**config.mk**
```make
export PLATFORM = sky130hd
export DESIGN_NAME = multi_term_word_match_scorer
export DESIGN_NICKNAME = d
export VERILOG_FILES = /design/src/hw/rtl/mtwm_pkg.sv /design/src/hw/rtl/mtwm_cell.sv /design/src/hw/rtl/multi_term_word_match_scorer.sv
export SDC_FILE = /design/constraint.sdc
export NUM_CORES = 2
export LEC_CHECK = 0
export ABC_AREA = 0
export ABC_CLOCK_PERIOD_IN_PS = 9400
export BUFFER_PORTS_ARGS = -buffer_cell sky130_fd_sc_hd__buf_2
export CAP_MARGIN = 20
export CORE_ASPECT_RATIO = 0.5
export CORE_MARGIN = 2
export CORE_UTILIZATION = 60
export DETAILED_ROUTE_END_ITERATION = 6
export PLACE_DENSITY = 0.76
export SLEW_MARGIN = 15
export SYNTH_ARGS = -nofsm -noshare
export SYNTH_HDL_FRONTEND = slang
export SYNTH_SLANG_ARGS = --single-unit
```
**constraint.sdc**
```tcl
create_clock -name clk_i -period 9.4 [get_ports clk_i]
set_clock_uncertainty 0.05 [all_clocks]
set_input_delay 1.41 -clock clk_i [delete_from_list [all_inputs] [get_ports clk_i]]
set_output_delay 1.41 -clock clk_i [all_outputs]
set_load 0.005 [all_outputs]
```
**src/hw/rtl/mtwm_pkg.sv**
```systemverilog
`timescale 1ns / 1ps
// shared types, codes and byte helpers for the word match scorer
package mtwm_pkg;

  typedef enum logic [1:0] {
    OP_TEXT   = 2'd0,
    OP_NEWDOC = 2'd1,
    OP_FINISH = 2'd2,
    OP_LOAD   = 2'd3
  } op_e;

  typedef enum logic [1:0] {
    REG_TERM_COUNT   = 2'd0,
    REG_PREFIX_MASK  = 2'd1,
    REG_TERM_LENGTHS = 2'd2,
    REG_NONE         = 2'd3
  } reg_e;

  localparam int unsigned ScoreW = 25;
  localparam int unsigned CfgW   = 48;
  localparam int unsigned LenW   = 6;
  localparam int unsigned LenRegs = 8;

  typedef struct packed {
    logic       rd;
    logic       start;
    logic       cmp;
    logic       chk;
    logic       upd;
    logic       clr;
    logic [7:0] data;
  } cell_ctl_t;

  function automatic logic is_word_byte(input logic [7:0] c);
    logic r;
    r = (c >= 8'h80) || (c >= "0" && c <= "9") || (c >= "A" && c <= "Z") ||
        (c >= "a" && c <= "z") || (c == "_");
    return r;
  endfunction

  function automatic logic [7:0] fold(input logic [7:0] c);
    logic [7:0] r;
    r = (c >= "A" && c <= "Z") ? c + 8'd32 : c;
    return r;
  endfunction

endpackage

```
**src/hw/rtl/mtwm_cell.sv**
```systemverilog
`timescale 1ns / 1ps
// one term cell: pattern bytes, match tracking and run credit
module mtwm_cell import mtwm_pkg::*; #(
  parameter int unsigned IDX             = 0,
  parameter int unsigned MAX_TERMS       = 8,
  parameter int unsigned MAX_TERM_LEN    = 32,
  parameter int unsigned WORD_INDEX_BITS = 32,
  localparam int unsigned TIW = (MAX_TERMS > 1) ? $clog2(MAX_TERMS) : 1,
  localparam int unsigned CW  = $clog2(MAX_TERMS + 1),
  localparam int unsigned PW  = $clog2(MAX_TERM_LEN + 2),
  localparam int unsigned AW  = $clog2(MAX_TERM_LEN)
) (
  input  logic                       clk_i,
  input  logic                       rst_ni,
  input  cell_ctl_t                  ctl_i,
  input  logic                       we_i,
  input  logic [AW-1:0]              waddr_i,
  input  logic [AW-1:0]              raddr_i,
  input  logic [LenW-1:0]            len_i,
  input  logic                       prefix_i,
  input  logic                       en_i,
  input  logic [PW-1:0]              pos_i,
  input  logic [WORD_INDEX_BITS-1:0] wc_i,
  input  logic [TIW-1:0]             win_idx_i,
  input  logic                       win_i,
  input  logic [CW-1:0]              k_i,
  input  logic                       run_i,
  output logic                       run_o,
  output logic                       hit_o,
  output logic [CW-1:0]              credit_o
);

  localparam logic [TIW-1:0] IdxV = TIW'(IDX);

  logic [7:0]                 mem [MAX_TERM_LEN];
  logic [7:0]                 rdata_q;
  logic                       alive_q;
  logic [CW-1:0]              credit_q;
  logic [WORD_INDEX_BITS-1:0] lmw_q;
  logic                       ok_q;
  logic                       ok_d;
  logic [WORD_INDEX_BITS-1:0] span;

  always_ff @(posedge clk_i) begin
    if (we_i) begin
      mem[waddr_i] <= ctl_i.data;
    end
    if (ctl_i.rd) begin
      rdata_q <= mem[raddr_i];
    end
  end

  assign span = WORD_INDEX_BITS'(win_idx_i) - WORD_INDEX_BITS'(IdxV);
  assign ok_d = (IdxV < win_idx_i) && (credit_q != '0) && (lmw_q == wc_i - span);

  assign hit_o = en_i && alive_q &&
                 (prefix_i ? (8'(pos_i) >= 8'(len_i)) : (8'(pos_i) == 8'(len_i)));
  assign run_o    = win_i || (run_i && ok_q);
  assign credit_o = credit_q;

  always_ff @(posedge clk_i or negedge rst_ni) begin
    if (!rst_ni) begin
      alive_q  <= 1'b0;
      credit_q <= '0;
      lmw_q    <= '1;
      ok_q     <= 1'b0;
    end else if (ctl_i.clr) begin
      alive_q  <= 1'b0;
      credit_q <= '0;
      lmw_q    <= '1;
      ok_q     <= 1'b0;
    end else begin
      if (ctl_i.start) begin
        alive_q <= 1'b1;
      end
      if (ctl_i.cmp && 8'(pos_i) < 8'(len_i) && 8'(pos_i) < 8'(MAX_TERM_LEN) &&
          fold(rdata_q) != fold(ctl_i.data)) begin
        alive_q <= 1'b0;
      end
      if (ctl_i.chk) begin
        ok_q <= ok_d;
      end
      if (ctl_i.upd) begin
        if (run_o && credit_q < k_i) begin
          credit_q <= k_i;
        end
        if (win_i) begin
          lmw_q <= wc_i;
        end
      end
    end
  end

endmodule

```
**src/hw/rtl/multi_term_word_match_scorer.sv**
```systemverilog
`timescale 1ns / 1ps
// top level of the multi-term word match scorer with its sequencer
// usage:
//   input channel: in_valid_i / in_stall_o carry one item per transfer
//   (operation, text byte, term index, char position)
//   output channel: out_valid_o / out_stall_i carry score and terms seen,
//   one transfer per finish item and none for other items
//   config port: cfg_we_i writes cfg_data_i to register cfg_index_i at once;
//   the user must write only while the block is idle; the block does not enforce it
// sequence:
//   load item: written in idle; word byte: pattern read, then compare
//   separator byte or new document: pick winner, check run
//   neighbours, update credits along the cell row
//   finish: those steps, then the credit product, then the result register
//   one item is worked on at a time; the next is taken on return to idle
// reset: config registers zero, credits cleared, word count zero; the
//   pattern memory is not cleared and holds garbage until loaded
// a stalled result stays in its register; a new finish waits for it to go
module multi_term_word_match_scorer import mtwm_pkg::*; #(
  parameter int unsigned MAX_TERMS       = 8,
  parameter int unsigned MAX_TERM_LEN    = 32,
  parameter int unsigned WORD_INDEX_BITS = 32
) (
  input  logic              clk_i,
  input  logic              rst_ni,
  input  logic              in_valid_i,
  output logic              in_stall_o,
  input  logic [1:0]        operation_i,
  input  logic [7:0]        text_byte_i,
  input  logic [2:0]        term_index_i,
  input  logic [4:0]        char_position_i,
  output logic              out_valid_o,
  input  logic              out_stall_i,
  output logic [ScoreW-1:0] score_o,
  output logic [7:0]        terms_seen_o,
  input  logic              cfg_we_i,
  input  logic [1:0]        cfg_index_i,
  input  logic [CfgW-1:0]   cfg_data_i
);

  localparam int unsigned TIW = (MAX_TERMS > 1) ? $clog2(MAX_TERMS) : 1;
  localparam int unsigned CW  = $clog2(MAX_TERMS + 1);
  localparam int unsigned PW  = $clog2(MAX_TERM_LEN + 2);
  localparam int unsigned AW  = $clog2(MAX_TERM_LEN);

  typedef enum logic [6:0] {
    S_IDLE = 7'b0000001,
    S_CMP  = 7'b0000010,
    S_END1 = 7'b0000100,
    S_END2 = 7'b0001000,
    S_END3 = 7'b0010000,
    S_MUL  = 7'b0100000,
    S_OUT  = 7'b1000000
  } state_e;

  state_e state_q, state_d;

  logic [3:0]                 tc_q;
  logic [7:0]                 pmask_q;
  logic [CfgW-1:0]            lens_q;
  logic [1:0]                 op_q;
  logic [7:0]                 byte_q;
  logic                       inside_q;
  logic [PW-1:0]              pos_q;
  logic [WORD_INDEX_BITS-1:0] wc_q;
  logic [MAX_TERMS-1:0]       win_q;
  logic [TIW-1:0]             win_idx_q;
  logic [CW-1:0]              idx_q;
  logic [ScoreW-1:0]          score_q;
  logic [7:0]                 seen_q;
  logic                       out_valid_q;
  logic [ScoreW-1:0]          out_score_q;
  logic [7:0]                 out_seen_q;

  logic                       accept;
  logic                       word_byte;
  logic [CW-1:0]              tc_eff;
  logic [MAX_TERMS-1:0]       hit;
  logic [MAX_TERMS-1:0]       win_d;
  logic [TIW-1:0]             win_idx_d;
  logic [MAX_TERMS:0]         run;
  logic [CW-1:0]              k;
  logic [CW-1:0]              credit [MAX_TERMS];
  logic                       out_free;
  cell_ctl_t                  ctl;

  assign accept    = in_valid_i && !in_stall_o;
  assign in_stall_o = (state_q != S_IDLE);
  assign word_byte = is_word_byte(text_byte_i);
  assign tc_eff    = (32'(tc_q) > MAX_TERMS) ? CW'(MAX_TERMS) : CW'(tc_q);
  assign out_free  = !out_valid_q || !out_stall_i;

  assign out_valid_o  = out_valid_q;
  assign score_o      = out_score_q;
  assign terms_seen_o = out_seen_q;

  // control to the cell row
  always_comb begin
    ctl.rd    = accept && (operation_i == OP_TEXT) && word_byte;
    ctl.start = ctl.rd && !inside_q;
    ctl.cmp   = (state_q == S_CMP);
    ctl.chk   = (state_q == S_END2);
    ctl.upd   = (state_q == S_END3);
    ctl.clr   = (state_q == S_OUT) && out_free;
    ctl.data  = (state_q == S_IDLE) ? text_byte_i : byte_q;
  end

  // lowest hitting term wins
  always_comb begin
    win_d     = '0;
    win_idx_d = '0;
    for (int i = MAX_TERMS - 1; i >= 0; i--) begin
      if (hit[i]) begin
        win_d     = '0;
        win_d[i]  = 1'b1;
        win_idx_d = TIW'(i);
      end
    end
  end

  assign run[MAX_TERMS] = 1'b0;
  assign k = CW'($countones(run[MAX_TERMS-1:0]));

  for (genvar i = 0; i < MAX_TERMS; i++) begin : g_cell
    logic [LenW-1:0] len;
    logic            pfx;
    logic            en;
    logic            we;
    if (i < LenRegs) begin : g_cfg
      assign len = lens_q[LenW*i +: LenW];
      assign pfx = pmask_q[i];
    end else begin : g_nocfg
      assign len = '0;
      assign pfx = 1'b0;
    end
    assign en = inside_q && (CW'(i) < tc_eff) && (32'(len) <= MAX_TERM_LEN);
    assign we = accept && (operation_i == OP_LOAD) && (32'(term_index_i) == i) &&
                (32'(char_position_i) < MAX_TERM_LEN);

    mtwm_cell #(
      .IDX            (i),
      .MAX_TERMS      (MAX_TERMS),
      .MAX_TERM_LEN   (MAX_TERM_LEN),
      .WORD_INDEX_BITS(WORD_INDEX_BITS)
    ) u_cell (
      .clk_i    (clk_i),
      .rst_ni   (rst_ni),
      .ctl_i    (ctl),
      .we_i     (we),
      .waddr_i  (AW'(char_position_i)),
      .raddr_i  (inside_q ? AW'(pos_q) : '0),
      .len_i    (len),
      .prefix_i (pfx),
      .en_i     (en),
      .pos_i    (pos_q),
      .wc_i     (wc_q),
      .win_idx_i(win_idx_q),
      .win_i    (win_q[i]),
      .k_i      (k),
      .run_i    (run[i+1]),
      .run_o    (run[i]),
      .hit_o    (hit[i]),
      .credit_o (credit[i])
    );
  end

  always_comb begin
    state_d = state_q;
    case (state_q)
      S_IDLE: begin
        if (accept) begin
          if (operation_i == OP_LOAD) begin
            state_d = S_IDLE;
          end else if (operation_i == OP_TEXT && word_byte) begin
            state_d = S_CMP;
          end else begin
            state_d = S_END1;
          end
        end
      end
      S_CMP:  state_d = S_IDLE;
      S_END1: state_d = S_END2;
      S_END2: state_d = S_END3;
      S_END3: state_d = (op_q == OP_FINISH) ? S_MUL : S_IDLE;
      S_MUL:  state_d = (idx_q == tc_eff) ? S_OUT : S_MUL;
      S_OUT:  state_d = out_free ? S_IDLE : S_OUT;
      default: state_d = S_IDLE;
    endcase
  end

  always_ff @(posedge clk_i or negedge rst_ni) begin
    if (!rst_ni) begin
      state_q     <= S_IDLE;
      tc_q        <= '0;
      pmask_q     <= '0;
      lens_q      <= '0;
      op_q        <= OP_TEXT;
      byte_q      <= '0;
      inside_q    <= 1'b0;
      pos_q       <= '0;
      wc_q        <= '0;
      win_q       <= '0;
      win_idx_q   <= '0;
      idx_q       <= '0;
      score_q     <= '0;
      seen_q      <= '0;
      out_valid_q <= 1'b0;
      out_score_q <= '0;
      out_seen_q  <= '0;
    end else begin
      state_q <= state_d;
      if (cfg_we_i) begin
        case (cfg_index_i)
          REG_TERM_COUNT:   tc_q    <= cfg_data_i[3:0];
          REG_PREFIX_MASK:  pmask_q <= cfg_data_i[7:0];
          REG_TERM_LENGTHS: lens_q  <= cfg_data_i;
          default: ;
        endcase
      end
      if (out_valid_q && !out_stall_i && state_q != S_OUT) begin
        out_valid_q <= 1'b0;
      end
      case (state_q)
        S_IDLE: begin
          if (accept) begin
            op_q   <= operation_i;
            byte_q <= text_byte_i;
            if (ctl.start) begin
              inside_q <= 1'b1;
              wc_q     <= wc_q + 1'b1;
              pos_q    <= '0;
            end
          end
        end
        S_CMP: begin
          if (32'(pos_q) <= MAX_TERM_LEN) begin
            pos_q <= pos_q + 1'b1;
          end
        end
        S_END1: begin
          win_q     <= inside_q ? win_d : '0;
          win_idx_q <= win_idx_d;
          inside_q  <= 1'b0;
        end
        S_END2: ;
        S_END3: begin
          win_q   <= '0;
          idx_q   <= '0;
          score_q <= ScoreW'(1);
          seen_q  <= '0;
          if (op_q == OP_NEWDOC) begin
            wc_q <= wc_q + 1'b1;
          end
        end
        S_MUL: begin
          if (idx_q != tc_eff) begin
            score_q <= ScoreW'(score_q * credit[TIW'(idx_q)]);
            if (32'(idx_q) < LenRegs && credit[TIW'(idx_q)] != '0) begin
              seen_q[3'(idx_q)] <= 1'b1;
            end
            idx_q <= idx_q + 1'b1;
          end
        end
        S_OUT: begin
          if (out_free) begin
            out_valid_q <= 1'b1;
            out_score_q <= score_q;
            out_seen_q  <= seen_q;
            wc_q        <= '0;
            pos_q       <= '0;
            inside_q    <= 1'b0;
          end
        end
        default: ;
      endcase
    end
  end

endmodule
```
==> flow_results.xml <==
<?xml version="1.0" encoding="UTF-8"?>
<metrics>
  <group name="outcome">
    <metric name="status" unit="">finished clean</metric>
  </group>
  <group name="drt">
    <metric name="first_pass_iters" unit="">6</metric>
    <metric name="via_count" unit="">82100</metric>
    <metric name="detail_route.vias_per_cell" unit="">6.61</metric>
    <metric name="route.final.wire_length" unit="µm">335000</metric>
    <metric name="detail_route.drc_violations" unit="">0</metric>
    <metric name="average_routed_wire_per_standard_cell" unit="µm">26.9</metric>
    <metric name="antenna_violating_nets_post_route" unit="">0</metric>
    <metric name="initialDrtViolationCount" unit="">9840</metric>
  </group>
  <group name="cts">
    <metric name="ctsHoldBuffers" unit="">0</metric>
    <metric name="worst_skew_pair_later_pin_latency" unit="ns">0.90</metric>
    <metric name="clk_path_buf_depth" unit="">4</metric>
    <metric name="cts_tree" unit="">done</metric>
    <metric name="clk_pin_slew_worst_paths" unit="ns">0.06</metric>
    <metric name="cts-htree-levels" unit="">4</metric>
    <metric name="postCtsSetupRepairBufs" unit="">0</metric>
    <metric name="clk_root_buffer_cell" unit="">sky130_fd_sc_hd__clkbuf_16</metric>
    <metric name="cts_made_buffers" unit="">221</metric>
    <metric name="cts.sinks" unit="">2581</metric>
    <metric name="postCtsResizedCells" unit="">0</metric>
  </group>
  <group name="yosys">
    <metric name="syn_area_per_cell" unit="µm²">12.8</metric>
    <metric name="synth.area.top_cells" unit="">sky130_fd_sc_hd__edfxtp_1 52%, sky130_fd_sc_hd__dfrtp_1 5.0%, sky130_fd_sc_hd__mux4_2 5.0%, sky130_fd_sc_hd__dfstp_2 4.8%, sky130_fd_sc_hd__nand2_1 3.9%</metric>
    <metric name="yosysUniqueCellTypes" unit="">98</metric>
    <metric name="async_reset_ff_share" unit="%">18.2</metric>
    <metric name="synth_edf_count" unit="">2112</metric>
    <metric name="syn_inst" unit="">9564</metric>
    <metric name="yosys_warnings" unit="">0</metric>
    <metric name="synthFlopType" unit="">sky130_fd_sc_hd__edfxtp_1</metric>
    <metric name="synth_area_leader_cell" unit="">sky130_fd_sc_hd__edfxtp_1</metric>
    <metric name="synth_seq_area_share" unit="%">61.8</metric>
    <metric name="synth.net_count" unit="">9979</metric>
    <metric name="syn_area" unit="µm²">122000</metric>
    <metric name="ys_seq_elements" unit="">2581</metric>
    <metric name="yosys.area.top_type_share" unit="%">51.9</metric>
  </group>
  <group name="final_layout">
    <metric name="area_growth_from_synthesis_to_layout" unit="%">8.57</metric>
    <metric name="multiInputGateArea" unit="µm²">44200</metric>
    <metric name="drive_above_1_share" unit="%">12.3</metric>
    <metric name="flip_flop_and_latch_area" unit="µm²">75400</metric>
    <metric name="layout.nets" unit="">9921</metric>
    <metric name="num-fill-cells" unit="">14500</metric>
  </group>
  <group name="power">
    <metric name="finalPower" unit="mW">28.1</metric>
    <metric name="total_leakage_power" unit="nW">48.0</metric>
    <metric name="vdd_ir_drop_max" unit="V">0.000297</metric>
    <metric name="pwr_density_cell" unit="nW/µm²">212</metric>
  </group>
  <group name="critical_path">
    <metric name="slowest_cell_on_the_critical_path" unit="">sky130_fd_sc_hd__fa_1</metric>
    <metric name="timing.critical_path.arrival" unit="ns">7.62</metric>
    <metric name="crit_buf_inv" unit="">4</metric>
    <metric name="timing.critical_path.max_delay_family" unit="">adder cells</metric>
    <metric name="worstSetupEndpointType" unit="">register</metric>
    <metric name="worst-setup-path-type" unit="">register to register</metric>
    <metric name="setup.worst_path.start_class" unit="">register</metric>
    <metric name="critical-path-max-stage-delay" unit="ns">0.78</metric>
    <metric name="path_max_fanout" unit="">10</metric>
    <metric name="path_cells" unit="">a21o_1 -&gt; a21o_1 -&gt; a21o_1 -&gt; a21o_1 -&gt; a21o_1 -&gt; a21o_1 -&gt; a21oi_1 -&gt; fa_1 -&gt; inv_1 -&gt; fa_1 -&gt; inv_1 -&gt; fa_1 -&gt; inv_1 -&gt; ha_1 -&gt; fa_1 -&gt; inv_1 -&gt; ha_1 -&gt; a221oi_1 -&gt; nor2_1 -&gt; maj3_1 -&gt; nor3_1 -&gt; mux2i_1 -&gt; nor2_1</metric>
    <metric name="timing.critical_path.mode_cell" unit="">sky130_fd_sc_hd__a21o_1</metric>
    <metric name="timing.critical_path.required" unit="ns">10.02</metric>
  </group>
  <group name="sta">
    <metric name="fmax" unit="GHz">0.143</metric>
    <metric name="setup-tns-final" unit="ns">0</metric>
    <metric name="rsz0062_at_grt" unit="">no</metric>
    <metric name="finalSetupViolations" unit="">0</metric>
    <metric name="number_of_pins_exceeding_their_max_slew_limit_in_the_final_report" unit="">0</metric>
    <metric name="hold_viol_final" unit="">0</metric>
    <metric name="final.min_clock_period" unit="ns">6.99</metric>
    <metric name="worstMarginPinSlew" unit="ns">1.25</metric>
    <metric name="relSlewSlack" unit="%">16.4</metric>
    <metric name="layout_worst_path_cycle_share" unit="%">74.4</metric>
  </group>
  <group name="global_routing">
    <metric name="grt_util_all_layers" unit="%">31.9</metric>
    <metric name="first_global_vias" unit="">79300</metric>
    <metric name="wire_length_of_the_first_global_routing_pass" unit="µm">500000</metric>
    <metric name="number_of_antenna_violations_at_the_first_check_in_global_routing" unit="">18</metric>
    <metric name="leftover_overflow_at_the_end_of_global_routing" unit="">0</metric>
    <metric name="grt_max_degree" unit="">168</metric>
  </group>
  <group name="flow_run">
    <metric name="cap_violations" unit="">0</metric>
  </group>
  <group name="placed_design">
    <metric name="dpl.hpwl" unit="µm">207000</metric>
    <metric name="io_buffer_count" unit="">107</metric>
    <metric name="place_congestion" unit="">0.934</metric>
  </group>
  <group name="floorplanning">
    <metric name="design.core.area" unit="µm²">203000</metric>
    <metric name="ioPinCount" unit="">108</metric>
    <metric name="initial_core_utilization" unit="%">60.2</metric>
    <metric name="rows" unit="">117</metric>
    <metric name="design.die.area" unit="µm²">207000</metric>
    <metric name="die-width" unit="µm">642</metric>
    <metric name="die_h" unit="µm">323</metric>
  </group>
  <group name="worst_hold_path">
    <metric name="hold_path_class" unit="">register to register</metric>
  </group>
</metrics>
[layout make-up]
class | instances | share of cell area, %
inverters | 181 | 0.541
diodes | 9 | 0.0170
clock buffers | 294 | 4.52
well taps | 2737 | 2.58
clock inverters | 105 | 0.736
repair buffers | 260 | 1.40
flip-flops and latches | 2581 | 56.9
multi-input cells | 6261 | 33.3
[metrics by stage]
| step | cell area (µm²) | setup WS, ns | instances | hold WS (ns) | utilization [%] |
|---|---|---|---|---|---|
| after detailed placement | 126000 | 2.43 | 12000 | 0.407 | 61.9 |
| after CTS | 132000 | 2.39 | 12400 | 0.422 | 65.3 |
| after global placement | 126000 | 2.51 | 12000 | 0.405 | 61.9 |
| after global routing | 133000 | 1.99 | 12400 | 0.436 | 65.3 |
| after floorplan | 122000 | 1.84 | 9564 | 0.389 | - |
| final | 133000 | 2.41 | 12400 | 0.420 | 65.4 |
[sequential cells by signal (all words and copies together), names as in the netlist, 6 cells and up]
register / cells
byte_q: 8
g_cell.u_cell.alive_q: 8
g_cell.u_cell.credit_o: 32
g_cell.u_cell.lmw_q: 224
g_cell.u_cell.mem: 2048
g_cell.u_cell.ok_q: 7
g_cell.u_cell.rdata_q: 64
lens_q: 48
pmask_q: 8
pos_q: 6
score_o: 25
score_q: 25
seen_q: 8
state_q: 7
terms_seen_o: 8
wc_q: 32
win_q: 8
[final timing paths]
check / endpoint / from / cells past startpoint / slack [ns]
hold reg to reg: score_o[12] / score_o[12] / 2 / 0.42
setup reg to reg: g_cell[3].u_cell.credit_o[0] / win_q[6] / 23 / 2.41
hold / removal: score_o[12] / score_o[12] / 2 / 0.42
min in group asynchronous: wc_q[21] / rst_ni / 1 / 0.63
max in group asynchronous: pos_q[2] / rst_ni / 2 / 7.16
setup / recovery: g_cell[3].u_cell.credit_o[0] / win_q[6] / 23 / 2.41
[worst min-delay path, cell delays in order, from the launching register on]
cell	delay (ns)
sky130_fd_sc_hd__dfrtp_1	0.33
sky130_fd_sc_hd__nand2_1	0.05
sky130_fd_sc_hd__nand2_1	0.05
[power breakdown]
group / switching (mW) / leakage [nW] / internal, mW
Sequential: 0.165 / 24.5 / 13.8
Combinational: 3.69 / 20.0 / 1.43
Clock: 4.17 / 3.39 / 4.94
Total: 8.02 / 48.0 / 20.1
[layer usage]
metal  routed length, µm  global-route usage, %  up-vias
met4               16800                   14.1       12
li1                    -                      -    36100
met5                  76                      0        -
met2              156000                   51.1     4304
met1              128000                   42.9    40900
met3               33400                   6.16      833
[cell usage after synthesis, types with 16 or more instances]
cell and count:
sky130_fd_sc_hd__mux2_2 79, sky130_fd_sc_hd__xnor2_1 231, sky130_fd_sc_hd__xor2_1 164, sky130_fd_sc_hd__or4_1 23, sky130_fd_sc_hd__a211oi_1 39, sky130_fd_sc_hd__clkbuf_1 453, sky130_fd_sc_hd__o311ai_0 18, sky130_fd_sc_hd__o21a_1 65
sky130_fd_sc_hd__nand2_1 1258, sky130_fd_sc_hd__or3_1 45, sky130_fd_sc_hd__a2111oi_0 17, sky130_fd_sc_hd__nand3_1 456, sky130_fd_sc_hd__dfstp_2 225, sky130_fd_sc_hd__and3_1 26, sky130_fd_sc_hd__a221oi_1 17, sky130_fd_sc_hd__edfxtp_1 2112
sky130_fd_sc_hd__nor3b_1 16, sky130_fd_sc_hd__fa_1 51, sky130_fd_sc_hd__nor3_1 81, sky130_fd_sc_hd__o21bai_1 24, sky130_fd_sc_hd__o22ai_1 37, sky130_fd_sc_hd__a21o_1 117, sky130_fd_sc_hd__dfrtp_1 244, sky130_fd_sc_hd__and2_1 38
sky130_fd_sc_hd__o31ai_1 19, sky130_fd_sc_hd__o2111ai_1 21, sky130_fd_sc_hd__mux4_2 271, sky130_fd_sc_hd__o21ai_1 17, sky130_fd_sc_hd__inv_1 175, sky130_fd_sc_hd__a21oi_1 351, sky130_fd_sc_hd__a31oi_1 71, sky130_fd_sc_hd__nor4_1 50
sky130_fd_sc_hd__o21ai_0 586, sky130_fd_sc_hd__and4_1 23, sky130_fd_sc_hd__mux2i_1 322, sky130_fd_sc_hd__o211ai_1 257, sky130_fd_sc_hd__o221ai_1 126, sky130_fd_sc_hd__nand2b_1 44, sky130_fd_sc_hd__nand4_1 102, sky130_fd_sc_hd__nor2_1 626
sky130_fd_sc_hd__ha_1 291, sky130_fd_sc_hd__buf_1 79, sky130_fd_sc_hd__nor2b_1 67
[cells in the final DEF (no fill, tap or decap), types with 126 or more instances in the layout]
master | netlist | final
sky130_fd_sc_hd__o211ai_1 | 257 | 257
sky130_fd_sc_hd__o21ai_0 | 586 | 586
sky130_fd_sc_hd__a21oi_1 | 351 | 350
sky130_fd_sc_hd__dfstp_2 | 225 | 225
sky130_fd_sc_hd__ha_1 | 291 | 291
sky130_fd_sc_hd__nor2_1 | 626 | 625
sky130_fd_sc_hd__clkbuf_16 | 0 | 225
sky130_fd_sc_hd__inv_1 | 175 | 170
sky130_fd_sc_hd__xor2_1 | 164 | 164
sky130_fd_sc_hd__o221ai_1 | 126 | 126
sky130_fd_sc_hd__buf_4 | 1 | 140
sky130_fd_sc_hd__dfrtp_1 | 244 | 242
sky130_fd_sc_hd__nand3_1 | 456 | 454
sky130_fd_sc_hd__nand2_1 | 1258 | 1252
sky130_fd_sc_hd__mux4_2 | 271 | 271
sky130_fd_sc_hd__edfxtp_1 | 2112 | 2112
sky130_fd_sc_hd__mux2i_1 | 322 | 321
sky130_fd_sc_hd__xnor2_1 | 231 | 231
[cell families (layout without fill, tap and decap cells)]
logic type               after synthesis  in the layout  synth area share (%)
AO/OA/AOI/OAI                       1921           1921                  10.1
XOR/XNOR                             396            396                  2.85
adder cells (fa/ha/maj)              348            348                  3.87
buffers and inverters                722            840                  2.23
flip-flops                          2581           2581                  61.8
multiplexers                         677            677                  8.42
other                                  0              9                     0
AND/OR/NAND/NOR                     2919           2919                  10.8
Note: power is estimated with default switching activity, not from simulation.
